`config.mk`:
```
export PLATFORM = sky130hd
export DESIGN_NAME = autorange_gain_control
export DESIGN_NICKNAME = d
export VERILOG_FILES = /design/src/rtl/core/agc_pkg.sv /design/src/rtl/core/agc_level_filter.sv /design/src/rtl/core/agc_gain_step.sv /design/src/rtl/core/autorange_gain_control.sv
export SDC_FILE = /design/constraint.sdc
export NUM_CORES = 2
export LEC_CHECK = 0
export BUFFER_PORTS_ARGS = -buffer_cell sky130_fd_sc_hd__buf_2
export CORE_MARGIN = 2
export CORE_UTILIZATION = 55
export DETAILED_ROUTE_END_ITERATION = 6
export HOLD_SLACK_MARGIN = 0.15
export PLACE_DENSITY = 0.75
export SLEW_MARGIN = 5
export SYNTH_ARGS = -nofsm -noshare
export SYNTH_HDL_FRONTEND = slang
export SYNTH_SLANG_ARGS = --single-unit
```
`constraint.sdc`:
```
create_clock -name clk_i -period 9.73 [get_ports clk_i]
set_clock_uncertainty 0.05 [all_clocks]
set_input_delay 0.973 -clock clk_i [delete_from_list [all_inputs] [get_ports clk_i]]
set_output_delay 0.973 -clock clk_i [all_outputs]
set_load 0.01 [all_outputs]
```
`src/rtl/core/agc_pkg.sv`:
```
// Shared types and constants for the autoranging gain control block.
// Holds the register map, the configuration struct and the fixed-point constants.
// No dependencies.
`default_nettype none

package agc_pkg;

  // Fixed-point format of the smoothed magnitude: unsigned, 16 fraction bits.
  localparam int unsigned FRAC_BITS = 16;

  // Smoothing weight alpha = 0.1 held as 6554 / 65536, and its complement.
  localparam logic [15:0] ALPHA_Q16 = 16'd6554;
  localparam logic [15:0] DECAY_Q16 = 16'd58982;

  // Percent comparisons multiply the level by this instead of dividing.
  localparam logic [6:0] PERCENT_SCALE = 7'd100;

  // Field widths fixed by the register map and the result item.
  localparam int unsigned FS_BITS       = 16;
  localparam int unsigned PCT_BITS      = 7;
  localparam int unsigned COUNT_BITS    = 5;
  localparam int unsigned LEVEL_BITS    = 16;
  localparam int unsigned GAIN_OUT_BITS = 4;
  localparam int unsigned CFG_IDX_BITS  = 3;
  localparam int unsigned CFG_DATA_BITS = 16;

  // Threshold product of a percent and the full scale.
  localparam int unsigned THR_PROD_BITS = FS_BITS + PCT_BITS;

  typedef enum logic [CFG_IDX_BITS-1:0] {
    REG_FULL_SCALE   = 3'd0,
    REG_UPPER_PCT    = 3'd1,
    REG_LOWER_PCT    = 3'd2,
    REG_HYST_PCT     = 3'd3,
    REG_GAIN_COUNT   = 3'd4
  } agc_reg_e;

  typedef struct packed {
    logic [FS_BITS-1:0]    fs_level;
    logic [PCT_BITS-1:0]   upper_percent;
    logic [PCT_BITS-1:0]   lower_percent;
    logic [PCT_BITS-1:0]   hyst_percent;
    logic [COUNT_BITS-1:0] gain_count;
  } agc_cfg_t;

  localparam logic [FS_BITS-1:0]    RST_FULL_SCALE = 16'd32768;
  localparam logic [PCT_BITS-1:0]   RST_UPPER_PCT  = 7'd90;
  localparam logic [PCT_BITS-1:0]   RST_LOWER_PCT  = 7'd10;
  localparam logic [PCT_BITS-1:0]   RST_HYST_PCT   = 7'd5;
  localparam logic [COUNT_BITS-1:0] RST_GAIN_COUNT = 5'd16;

endpackage

`default_nettype wire

```
`src/rtl/core/agc_level_filter.sv`:
```
// Smoothed magnitude stage of the autoranging gain control.
// Holds the level estimate and applies one exponential smoothing step per transaction unless held.
// Depends on agc_pkg.
`default_nettype none

module agc_level_filter #(
  parameter int unsigned SAMPLE_BITS = 16
) (
  input  wire logic                                         clk_i,
  input  wire logic                                         rst_ni,
  input  wire logic                                         en_i,
  input  wire logic                                         hold_i,
  input  wire logic signed [SAMPLE_BITS-1:0]                sample_i,
  output logic [SAMPLE_BITS+agc_pkg::FRAC_BITS-1:0]         est_o
);
  import agc_pkg::*;

  localparam int unsigned EstBits  = SAMPLE_BITS + FRAC_BITS;
  localparam int unsigned ProdBits = EstBits + 16;

  logic [SAMPLE_BITS-1:0] mag;
  logic [EstBits-1:0]     attack;
  logic [ProdBits-1:0]    decay_prod;
  logic [EstBits-1:0]     sum;
  logic [EstBits-1:0]     est_d, est_q;

  // The most negative sample gives 2^(SAMPLE_BITS-1), which still fits unsigned.
  assign mag = sample_i[SAMPLE_BITS-1] ? (~sample_i + SAMPLE_BITS'(1)) : sample_i;

  // alpha*|x| lands on whole units, so only the decay term needs flooring.
  // The estimate is a weighted mean of magnitudes, so the sum never overflows.
  assign attack     = EstBits'(mag) * EstBits'(ALPHA_Q16);
  assign decay_prod = ProdBits'(est_q) * ProdBits'(DECAY_Q16);
  assign sum        = attack + decay_prod[ProdBits-1:FRAC_BITS];

  always_comb begin
    est_d = est_q;
    if (en_i && !hold_i) begin
      est_d = sum;
    end
  end

  always_ff @(posedge clk_i or negedge rst_ni) begin
    if (!rst_ni) begin
      est_q <= '0;
    end else begin
      est_q <= est_d;
    end
  end

  assign est_o = est_q;

endmodule

`default_nettype wire

```
`src/rtl/core/agc_gain_step.sv`:
```
// Gain index stage of the autoranging gain control.
// Compares the level with percent thresholds, steps the gain index and registers the result.
// Depends on agc_pkg.
`default_nettype none

module agc_gain_step #(
  parameter int unsigned SAMPLE_BITS = 16,
  parameter int unsigned MAX_GAINS   = 16
) (
  input  wire logic                                          clk_i,
  input  wire logic                                          rst_ni,
  input  wire logic                                          en_i,
  input  wire agc_pkg::agc_cfg_t                             cfg_i,
  input  wire logic [SAMPLE_BITS+agc_pkg::FRAC_BITS-1:0]     est_i,
  output logic [agc_pkg::GAIN_OUT_BITS-1:0]                  gain_index_o,
  output logic [agc_pkg::LEVEL_BITS-1:0]                     level_o,
  output logic                                               gain_changed_o
);
  import agc_pkg::*;

  localparam int unsigned EstBits  = SAMPLE_BITS + FRAC_BITS;
  localparam int unsigned GainBits = (MAX_GAINS > 1) ? $clog2(MAX_GAINS) : 1;
  localparam int unsigned CntBits  = (GainBits + 1 > COUNT_BITS) ? GainBits + 1 : COUNT_BITS;
  localparam int unsigned ThrBits  = THR_PROD_BITS + FRAC_BITS;
  localparam int unsigned CmpBits  = (EstBits + PCT_BITS > ThrBits) ?
                                     EstBits + PCT_BITS : ThrBits;

  logic [GainBits-1:0]      gain_d, gain_q;
  logic [CntBits-1:0]       count_eff;
  logic [CntBits-1:0]       gain_plus;
  logic [PCT_BITS-1:0]      hyst_diff;
  logic [THR_PROD_BITS-1:0] up_prod, low_prod, hyst_prod;
  logic [CmpBits-1:0]       scaled, thr_up, thr_low, thr_hyst;
  logic                     step_down, step_up;
  logic [GainBits+GAIN_OUT_BITS-1:0] gain_wide;
  logic [EstBits+LEVEL_BITS-1:0]     est_wide;

  assign count_eff = (CntBits'(cfg_i.gain_count) > CntBits'(MAX_GAINS)) ?
                     CntBits'(MAX_GAINS) : CntBits'(cfg_i.gain_count);
  assign gain_plus = CntBits'(gain_q) + CntBits'(1);
  assign hyst_diff = cfg_i.lower_percent - cfg_i.hyst_percent;

  assign up_prod   = THR_PROD_BITS'(cfg_i.upper_percent) * THR_PROD_BITS'(cfg_i.fs_level);
  assign low_prod  = THR_PROD_BITS'(cfg_i.lower_percent) * THR_PROD_BITS'(cfg_i.fs_level);
  assign hyst_prod = THR_PROD_BITS'(hyst_diff) * THR_PROD_BITS'(cfg_i.fs_level);

  assign scaled   = CmpBits'(est_i) * CmpBits'(PERCENT_SCALE);
  assign thr_up   = CmpBits'({up_prod, {FRAC_BITS{1'b0}}});
  assign thr_low  = CmpBits'({low_prod, {FRAC_BITS{1'b0}}});
  assign thr_hyst = CmpBits'({hyst_prod, {FRAC_BITS{1'b0}}});

  assign step_down = (scaled > thr_up) && (gain_q != '0);
  // A negative step-up threshold (hysteresis above lower percent) never fires.
  assign step_up   = (scaled < thr_low) && (gain_plus < count_eff) &&
                     (cfg_i.lower_percent >= cfg_i.hyst_percent) &&
                     (scaled < thr_hyst);

  always_comb begin
    gain_d = gain_q;
    if (cfg_i.gain_count != '0) begin
      priority if (step_up) begin
        gain_d = gain_plus[GainBits-1:0];
      end else if (step_down) begin
        gain_d = gain_q - GainBits'(1);
      end
    end
  end

  always_ff @(posedge clk_i or negedge rst_ni) begin
    if (!rst_ni) begin
      gain_q <= '0;
    end else if (en_i) begin
      gain_q <= gain_d;
    end
  end

  assign gain_wide = (GainBits+GAIN_OUT_BITS)'(gain_d);
  assign est_wide  = (EstBits+LEVEL_BITS)'(est_i);

  always_ff @(posedge clk_i) begin
    if (en_i) begin
      gain_index_o   <= gain_wide[GAIN_OUT_BITS-1:0];
      level_o        <= est_wide[FRAC_BITS +: LEVEL_BITS];
      gain_changed_o <= (gain_d != gain_q);
    end
  end

endmodule

`default_nettype wire

```
`src/rtl/core/autorange_gain_control.sv`:
```
// Autoranging gain control: an accepted sample reaches the output through the input
// register, the level stage and the result register, in that order.
// Throughput is one sample per cycle; a stalled output backs up the three stages in turn.
// Reset is asynchronous and active low: the level estimate and gain index clear to zero,
// the configuration registers return to their defaults and the pipeline empties.
`default_nettype none

module autorange_gain_control #(
  parameter int unsigned SAMPLE_BITS = 16,
  parameter int unsigned MAX_GAINS   = 16
) (
  input  wire logic                                    clk_i,
  input  wire logic                                    rst_ni,
  // Sample channel.
  input  wire logic                                    in_valid_i,
  output logic                                         in_stall_o,
  input  wire logic signed [SAMPLE_BITS-1:0]           sample_i,
  // Result channel.
  output logic                                         out_valid_o,
  input  wire logic                                    out_stall_i,
  output logic [agc_pkg::GAIN_OUT_BITS-1:0]            gain_index_o,
  output logic [agc_pkg::LEVEL_BITS-1:0]               level_o,
  output logic                                         gain_changed_o,
  // Configuration write channel.
  input  wire logic                                    cfg_valid_i,
  output logic                                         cfg_ready_o,
  input  wire logic [agc_pkg::CFG_IDX_BITS-1:0]        cfg_index_i,
  input  wire logic [agc_pkg::CFG_DATA_BITS-1:0]       cfg_data_i
);
  import agc_pkg::*;

  localparam int unsigned EstBits = SAMPLE_BITS + FRAC_BITS;

  // The pipeline has three stages: the input register, the level stage (which
  // commits the new estimate as the sample enters it) and the result register
  // (which commits the new gain index as the item enters it). Each stage moves
  // forward when the stage after it is empty or is being emptied this cycle.

  agc_cfg_t cfg_d, cfg_q;

  logic                          s1_valid_d, s1_valid_q;
  logic signed [SAMPLE_BITS-1:0] sample_q;
  logic                          s2_valid_d, s2_valid_q;
  logic                          out_valid_d, out_valid_q;
  logic                          s3_free, s2_free, s1_free;
  logic                          s1_adv, s2_adv, in_accept;
  logic [EstBits-1:0]            est;

  assign s3_free   = !out_valid_q || !out_stall_i;
  assign s2_free   = !s2_valid_q || s3_free;
  assign s1_free   = !s1_valid_q || s2_free;
  assign s2_adv    = s2_valid_q && s3_free;
  assign s1_adv    = s1_valid_q && s2_free;
  assign in_accept = in_valid_i && s1_free;

  assign in_stall_o  = !s1_free;
  assign out_valid_o = out_valid_q;

  always_comb begin
    s1_valid_d  = s1_free ? in_valid_i : s1_valid_q;
    s2_valid_d  = s2_free ? s1_valid_q : s2_valid_q;
    out_valid_d = s3_free ? s2_valid_q : out_valid_q;
  end

  always_ff @(posedge clk_i or negedge rst_ni) begin
    if (!rst_ni) begin
      s1_valid_q  <= 1'b0;
      s2_valid_q  <= 1'b0;
      out_valid_q <= 1'b0;
    end else begin
      s1_valid_q  <= s1_valid_d;
      s2_valid_q  <= s2_valid_d;
      out_valid_q <= out_valid_d;
    end
  end

  // The sample register carries payload only and needs no reset.
  always_ff @(posedge clk_i) begin
    if (in_accept) begin
      sample_q <= sample_i;
    end
  end

  // Configuration writes are always taken. Writes to an index past the
  // register map are dropped; wider data is cut to each register's width.
  assign cfg_ready_o = 1'b1;

  always_comb begin
    cfg_d = cfg_q;
    if (cfg_valid_i) begin
      unique case (agc_reg_e'(cfg_index_i))
        REG_FULL_SCALE: cfg_d.fs_level      = cfg_data_i[FS_BITS-1:0];
        REG_UPPER_PCT:  cfg_d.upper_percent = cfg_data_i[PCT_BITS-1:0];
        REG_LOWER_PCT:  cfg_d.lower_percent = cfg_data_i[PCT_BITS-1:0];
        REG_HYST_PCT:   cfg_d.hyst_percent  = cfg_data_i[PCT_BITS-1:0];
        REG_GAIN_COUNT: cfg_d.gain_count    = cfg_data_i[COUNT_BITS-1:0];
        default:        cfg_d = cfg_q;
      endcase
    end
  end

  always_ff @(posedge clk_i or negedge rst_ni) begin
    if (!rst_ni) begin
      cfg_q.fs_level      <= RST_FULL_SCALE;
      cfg_q.upper_percent <= RST_UPPER_PCT;
      cfg_q.lower_percent <= RST_LOWER_PCT;
      cfg_q.hyst_percent  <= RST_HYST_PCT;
      cfg_q.gain_count    <= RST_GAIN_COUNT;
    end else begin
      cfg_q <= cfg_d;
    end
  end

  // Level stage. With a gain count of zero the sample leaves the estimate alone.
  agc_level_filter #(
    .SAMPLE_BITS(SAMPLE_BITS)
  ) u_level (
    .clk_i   (clk_i),
    .rst_ni  (rst_ni),
    .en_i    (s1_adv),
    .hold_i  (cfg_q.gain_count == '0),
    .sample_i(sample_q),
    .est_o   (est)
  );

  // Gain stage and result register. It reads the estimate committed for the
  // item now leaving the level stage, so the two recurrences stay in order.
  agc_gain_step #(
    .SAMPLE_BITS(SAMPLE_BITS),
    .MAX_GAINS  (MAX_GAINS)
  ) u_gain (
    .clk_i         (clk_i),
    .rst_ni        (rst_ni),
    .en_i          (s2_adv),
    .cfg_i         (cfg_q),
    .est_i         (est),
    .gain_index_o  (gain_index_o),
    .level_o       (level_o),
    .gain_changed_o(gain_changed_o)
  );

endmodule

`default_nettype wire

```
### Word-level counts from Yosys, hierarchy flattened

Cells that the tools add are included.

| operators by class | value |
|---|---|
| bitwise logic cells | 1 |
| $add $sub $neg | 5 |
| reductions and logical operators | 26 |
| $mul | 6 |
| multiplexer cells | 5 |
| $lt $le $gt $ge | 6 |
| equal/unequal tests | 5 |

Operators by type and width:

| cell | count |
|---|---|
| $lt A39 B39 Y1 | 2 |
| $mul A7 B16 Y23 | 3 |
| $mul A32 B15 Y47 const B | 1 |
| $gt A39 B39 Y1 | 1 |
| $mul A32 B5 Y37 const B | 1 |
| $add A29 B32 Y32 | 1 |
| $mul A16 B12 Y28 const B | 1 |
| $add A16 B2 Y16 const B | 1 |
| $mux W16 | 1 |
| $not A16 Y16 | 1 |
| $mux W4 | 3 |
| $reduce_and A2 Y1 | 5 |
| $logic_and A1 B1 Y1 | 8 |
| $ge A7 B7 Y1 | 1 |
| $sub A7 B7 Y7 | 1 |
| $eq A3 B2 Y1 const B | 2 |
| $logic_not A1 Y1 | 6 |
| $add A4 B1 Y5 const B | 1 |
| $gt A5 B5 Y1 const B | 1 |
| $logic_not A5 Y1 | 1 |
| $lt A5 B5 Y1 | 1 |
| $mux W5 | 1 |
| $reduce_bool A5 Y1 | 1 |
| $ne A4 B4 Y1 | 1 |
| other kinds (6) | 8 |

| word-level totals | value |
|---|---|
| output and inout bits | 24 |
| flip-flop bits (word level) | 118 |
| input port bits | 40 |
| logic and storage cells | 68 |

### Logic depth before layout (Yosys ltp)

| logic depth | value |
|---|---|
| depth after elaboration | 9 |
| depth in mapped cells | 43 |
| gate-level depth less buffers | 42 |

### Modules after synthesis

Synthesis repeated with hierarchy kept, for this count alone.

| unflattened totals | value |
|---|---|
| cell total of the unflattened synthesis | 3,666 |
| area, all modules | 33,266.9 sq um |

By module, submodules not included:

| module | seq. area each (sq um) | cells each | area each (sq um) | times used |
|---|---|---|---|---|
| agc_gain_step | 730.7 | 1,978 | 16,394.5 | 1 |
| agc_level_filter | 800.8 | 1,564 | 14,616.5 | 1 |
| autorange_gain_control | 1,619.1 | 124 | 2,255.9 | 1 |

### Worst setup path after synthesis

OpenSTA, ideal clock, no wires.

| timing | value |
|---|---|
| path kind | reg-to-reg |
| start point | register cfg_q[5] (netlist bit) |
| end point | register u_gain.gain_index_o[2] (netlist bit), data pin |
| stages on the path, launching flop included | 43 |
| setup time | 263 ps |
| clock period less this slack | 8,987 ps |
| path slack | 743 ps |
| path buffers | 1 |
| data required time | 9,417 ps |
| data arrival time | 8,673 ps |
| path through | dfstp_2 -> ha_1 -> inv_1 -> fa_1 -> nand2_1 -> nand2_1 -> a21oi_1 -> o21bai_1 -> a21oi_1 -> xnor2_1 -> clkbuf_1 -> nand2_1 -> fa_1 -> fa_1 -> inv_1 -> fa_1 -> inv_1 -> fa_1 -> (+7 left out) -> a21oi_1 -> nor2_1 -> a2111o_1 -> a31oi_1 -> or4_1 -> nand3_1 -> ha_1 -> nand4_1 -> nor4_1 -> o21ai_0 -> nand4_1 -> nor3_1 -> o211ai_1 -> or3_1 -> a2111oi_4 -> nand2_1 -> and3_1 -> a2111o_1 |

| between the ends | value |
|---|---|
| word-level cells in the longest chain between the ends | 6 |

RTL lines:

| item | line | source |
|---|---|---|
| start, declared | autorange_gain_control.sv:39 | `agc_cfg_t cfg_d, cfg_q;` |
| start signal, assigned | autorange_gain_control.sv:110 | `cfg_q <= cfg_d;` |
| $sub A7 B7 Y7 | agc_gain_step.sv:41 | `assign hyst_diff = cfg_i.lower_percent - cfg_i.hyst_percent;` |
| $mul A7 B16 Y23 | agc_gain_step.sv:45 | `assign hyst_prod = THR_PROD_BITS'(hyst_diff) * THR_PROD_BITS'(cfg_i.fs_level);` |
| $lt A39 B39 Y1 | agc_gain_step.sv:56 | `(scaled < thr_hyst);` |
| $logic_and A1 B1 Y1 (*) | agc_gain_step.sv:55 | `(cfg_i.lower_percent >= cfg_i.hyst_percent) &&` |
| $mux W4 (*) | agc_gain_step.sv:61 | `priority if (step_up) begin` |
| $mux W4 (*) | agc_gain_step.sv:60 | `if (cfg_i.gain_count != '0) begin` |
| via u_gain.gain_d[2] | agc_gain_step.sv:28 | `logic [GainBits-1:0] gain_d, gain_q;` |
| end signal, assigned | agc_gain_step.sv:82 | `gain_index_o <= gain_wide[GAIN_OUT_BITS-1:0];` |
| end, declared | agc_gain_step.sv:15 | `output logic [agc_pkg::GAIN_OUT_BITS-1:0] gain_index_o,` |

The timed path passes the listed nets; every way through them passes the cells marked *.
A chain may end at the register's enable or synchronous reset.

### Worst setup path in the final report

| timing | value |
|---|---|
| start point | register u_level.est_q[0] (netlist: u_level.est_o[0]) |
| end point | register u_level.est_q[31] (netlist: u_level.est_o[31]) |

| between the ends | value |
|---|---|
| word-level cells in the longest chain between the ends | 2 |

RTL lines:

| item | line | source |
|---|---|---|
| start, declared | agc_level_filter.sv:25 | `logic [EstBits-1:0] est_d, est_q;` |
| start signal, assigned | agc_level_filter.sv:47 | `est_q <= est_d;` |
| $mul A32 B15 Y47 | agc_level_filter.sv:33 | `assign decay_prod = ProdBits'(est_q) * ProdBits'(DECAY_Q16);` |
| $add A29 B32 Y32 | agc_level_filter.sv:34 | `assign sum = attack + decay_prod[ProdBits-1:FRAC_BITS];` |

Every way passes these cells.

==> metrics.md <==
| Metric | Value |
|---|---|
| Setup crit end kind | `register` |
| Most common cell in the synthesized netlist | `inv_1` |
| Slew margin rel. | `27.0%` |
| Leading area contributor after synthesis | `fa_1` |
| Setup TNS | `0 ps` |
| Critical Path Slowest Stage Cell | `fa_1` |
| Worst Tran Pin Value | `1080 ps` |
| Min-Delay Path Class | `input port to asynchronous set/reset pin` |
| Cell variety after synth | `85` |
| Crit start category | `register` |
| Post-synthesis simple-gate area fraction | `12.1%` |
| Synth Area in Adders | `between 50% and 60%` |
| Core ar. | `57600 um2` |
| Register bit total from synthesis | `between 100 and 150` |
| Number of synthesized flops with an enable pin | `37` |
| Area growth from synthesis to layout | `6.24%` |
| Die X | `245 um` |
| GP Congestion | `0.919` |
| Final ANT Viol Nets | `0` |
| Reg2reg path depth | `32` |
| I/O Pins | `64` |
| CTS Buf Count | `17` |
| Clk sink count | `118` |
| Multiplexer share of the synthesized area | `between 1.5 and 2%` |
| Most frequent cell on the critical path | `fa_1` |
| Final number of hold-violating endpoints | `0` |
| CP Class | `register to register` |
| Initial antenna violation count | `6` |
| Dominant cells by area after synthesis | `fa_1, ha_1, inv_1` |
| Vias per cell | `5.53` |
| Worst r2r src | `u_level.est_o[0]` |
| Async SR Flop Fraction | `68.6%` |
| Synth Area in Compound Gates | `9.91%` |
| Post-synthesis sequential area ratio | `9.86%` |
| Period utilization | `95.8%` |
| Commonest cells in the netlist | `inv_1, ha_1, fa_1` |
| Outcome | `complete, no violations` |
| Xor/xnor cell area share of the yosys netlist | `4.71%` |
| Port buffer count | `62` |
| # Max-Cap Violations | `0` |
| CP startpoint | `u_level.est_o[0]` |
| Total Nets Final | `approximately 4.6k` |
| Fillers | `5011` |
| DRC viols | `0` |
| Wire per inst | `~17 um` |
| DP Wirelength | `61600 um` |
| Critical Path Fanout Max | `7` |
| Starting density of the core | `a little under three fifths` |
| Dpl cells | `4225` |
| Drt pass-1 iters | `5` |
| Reg2Reg Setup Slack | `410 ps` |
| H-tree levels | `4` |
| Clock Path Buffers | `2` |
| Biggest cell delay along the critical path | `590 ps` |
| Crit path to | `u_level.est_o[31]` |
| CP arrival | `roughly 9600 ps` |
| Non-Filler Instances | `4260` |
| DRT iter0 DRCs | `1297` |
| RSZ-0062 raised after global routing | `no` |
| All-Layer GR Usage | `26.3%` |
| Top FF cell, synth | `dfrtp_1` |
| CTS tree | `built` |
| Ys Warns | `0` |
| Layout cell share with drive strength beyond 1 | `6.64%` |
| Slew Limit Fails | `0` |
| Clock Pin Slew Worst Setup and Hold Paths | `80 ps` |
| Synth top area share | `30.7%` |
| Synthesized area | `between 30000 and 40000 um2` |
| CP required | `10020 ps` |
| Rows | `88` |
| Largest net degree at the start of global routing | `63` |
| Grt ovf | `0` |
| Hold Buf Count CTS | `0` |
| Die ar. | `60100 um2` |
| Post-Syn Instances | `roughly 3.4k` |
| Clk root buf | `clkbuf_16` |
| Syn Nets | `roughly 4.5k` |
| Fmax | `roughly 110 MHz` |
| R2r endpoint | `u_level.est_o[31]` |
| Clk Latency, worst-skew pair | `~490 ps` |
| Final setup viols | `0` |
| Mean post-synth cell area | `9.33 um2` |
| Via count | `23.5k` |
| Min Tclk post-route | `around 9300 ps` |
| Number of global-route vias before repair | `about 25k` |
| DRT Wirelength | `between 70000 and 80000 um` |
| Die H | `245 um` |
| First-pass GRT wire length | `125000 um` |
| Fin util | `around 59%` |
| Largest family of logic cells by synthesized area | `adder cells` |
[metal layers]
metal	part of all wire (%)	track usage, %
met4	2.5	7.25
met3	6.1	4.97
met2	48	43.7
met1	44	35.1
met5	0.053	0
[through the flow]
stage | instance area (um2) | hold WS, ps | worst slack [ps]
after detailed placement | 33300 | 448 | 254
after global routing | 34000 | 459 | 2.17
after floorplan | 32000 | 407 | 743
after global placement | 33300 | 437 | 483
after CTS | 33900 | 416 | 225
final | 34000 | 425 | 411
[flip-flops by register name (all words and copies together) (netlist names)]
signal,count
cfg_q,42
u_gain.level_o,16
sample_q,16
u_gain.gain_changed_o,1
out_valid_o,1
u_gain.gain_q,4
u_level.est_o,32
s2_valid_q,1
u_gain.gain_index_o,4
s1_valid_q,1
[how the worst min path moves through the flow]
stage / start / endpoint / slack [ps] / cells after the start
2_1_floorplan: s1_valid_q / s2_valid_q / 410 / 1
3_3_place_gp: s2_valid_q / out_valid_o / 440 / 1
3_5_place_dp: cfg_q[10] / cfg_q[10] / 450 / 1
4_1_cts: rst_ni / out_valid_o / 420 / 1
5_1_grt: rst_ni / u_level.est_o[30] / 460 / 1
6_report: rst_ni / s1_valid_q / 430 / 1
[cell usage in the layout, fill, tap and decap left out, types with 48 or more instances in the layout]
cell type    n
a21oi_1    120
xnor2_1    104
nor3_1      50
dfrtp_1     71
fa_1       491
nor2_1      83
nand2_1    326
a21o_1      81
ha_1       560
and2_1     118
xor2_1      68
buf_2       61
buf_4       48
inv_1      692
o21ai_0    112
[cell type report]
cell class | count | area, um2 | share of cell area [%]
diodes | 1 | 2.50 | 0.00737
clock buffers | 19 | 433 | 1.27
clock inverters | 13 | 173 | 0.508
inverters | 692 | 2600 | 7.65
multi-input cells | 2543 | 26000 | 76.5
flip-flops and latches | 118 | 3150 | 9.28
well taps | 765 | 957 | 2.82
repair buffers | 109 | 666 | 1.96
[critical path: cells and delay by family, from the launching register on]
kind	cells	cell delay [ps]
DFF	1	500
xor gates and xnor gates	1	140
buffers and inverters	3	240
and+or+nand+nor	4	640
AOI/OAI and AO/OA	15	3610
adders and majority gates	9	3980
[kinds of logic (layout without fill, tap and decap cells)]
family	after synthesis	in the layout
compound gates	479	479
xor+xnor	172	172
fa+ha+maj	1052	1052
buf+inv	767	833
flops	118	118
mux	47	47
other cells	1	2
simple gates	792	792
[what timing repair did]
action,CTS,global route
buffers inserted,0,2
resized for setup,0,11
endpoints found under the setup margin,0,9
Power is not shown: default switching activity piles up to over one toggle a cycle in this logic, so the estimate is an artifact.
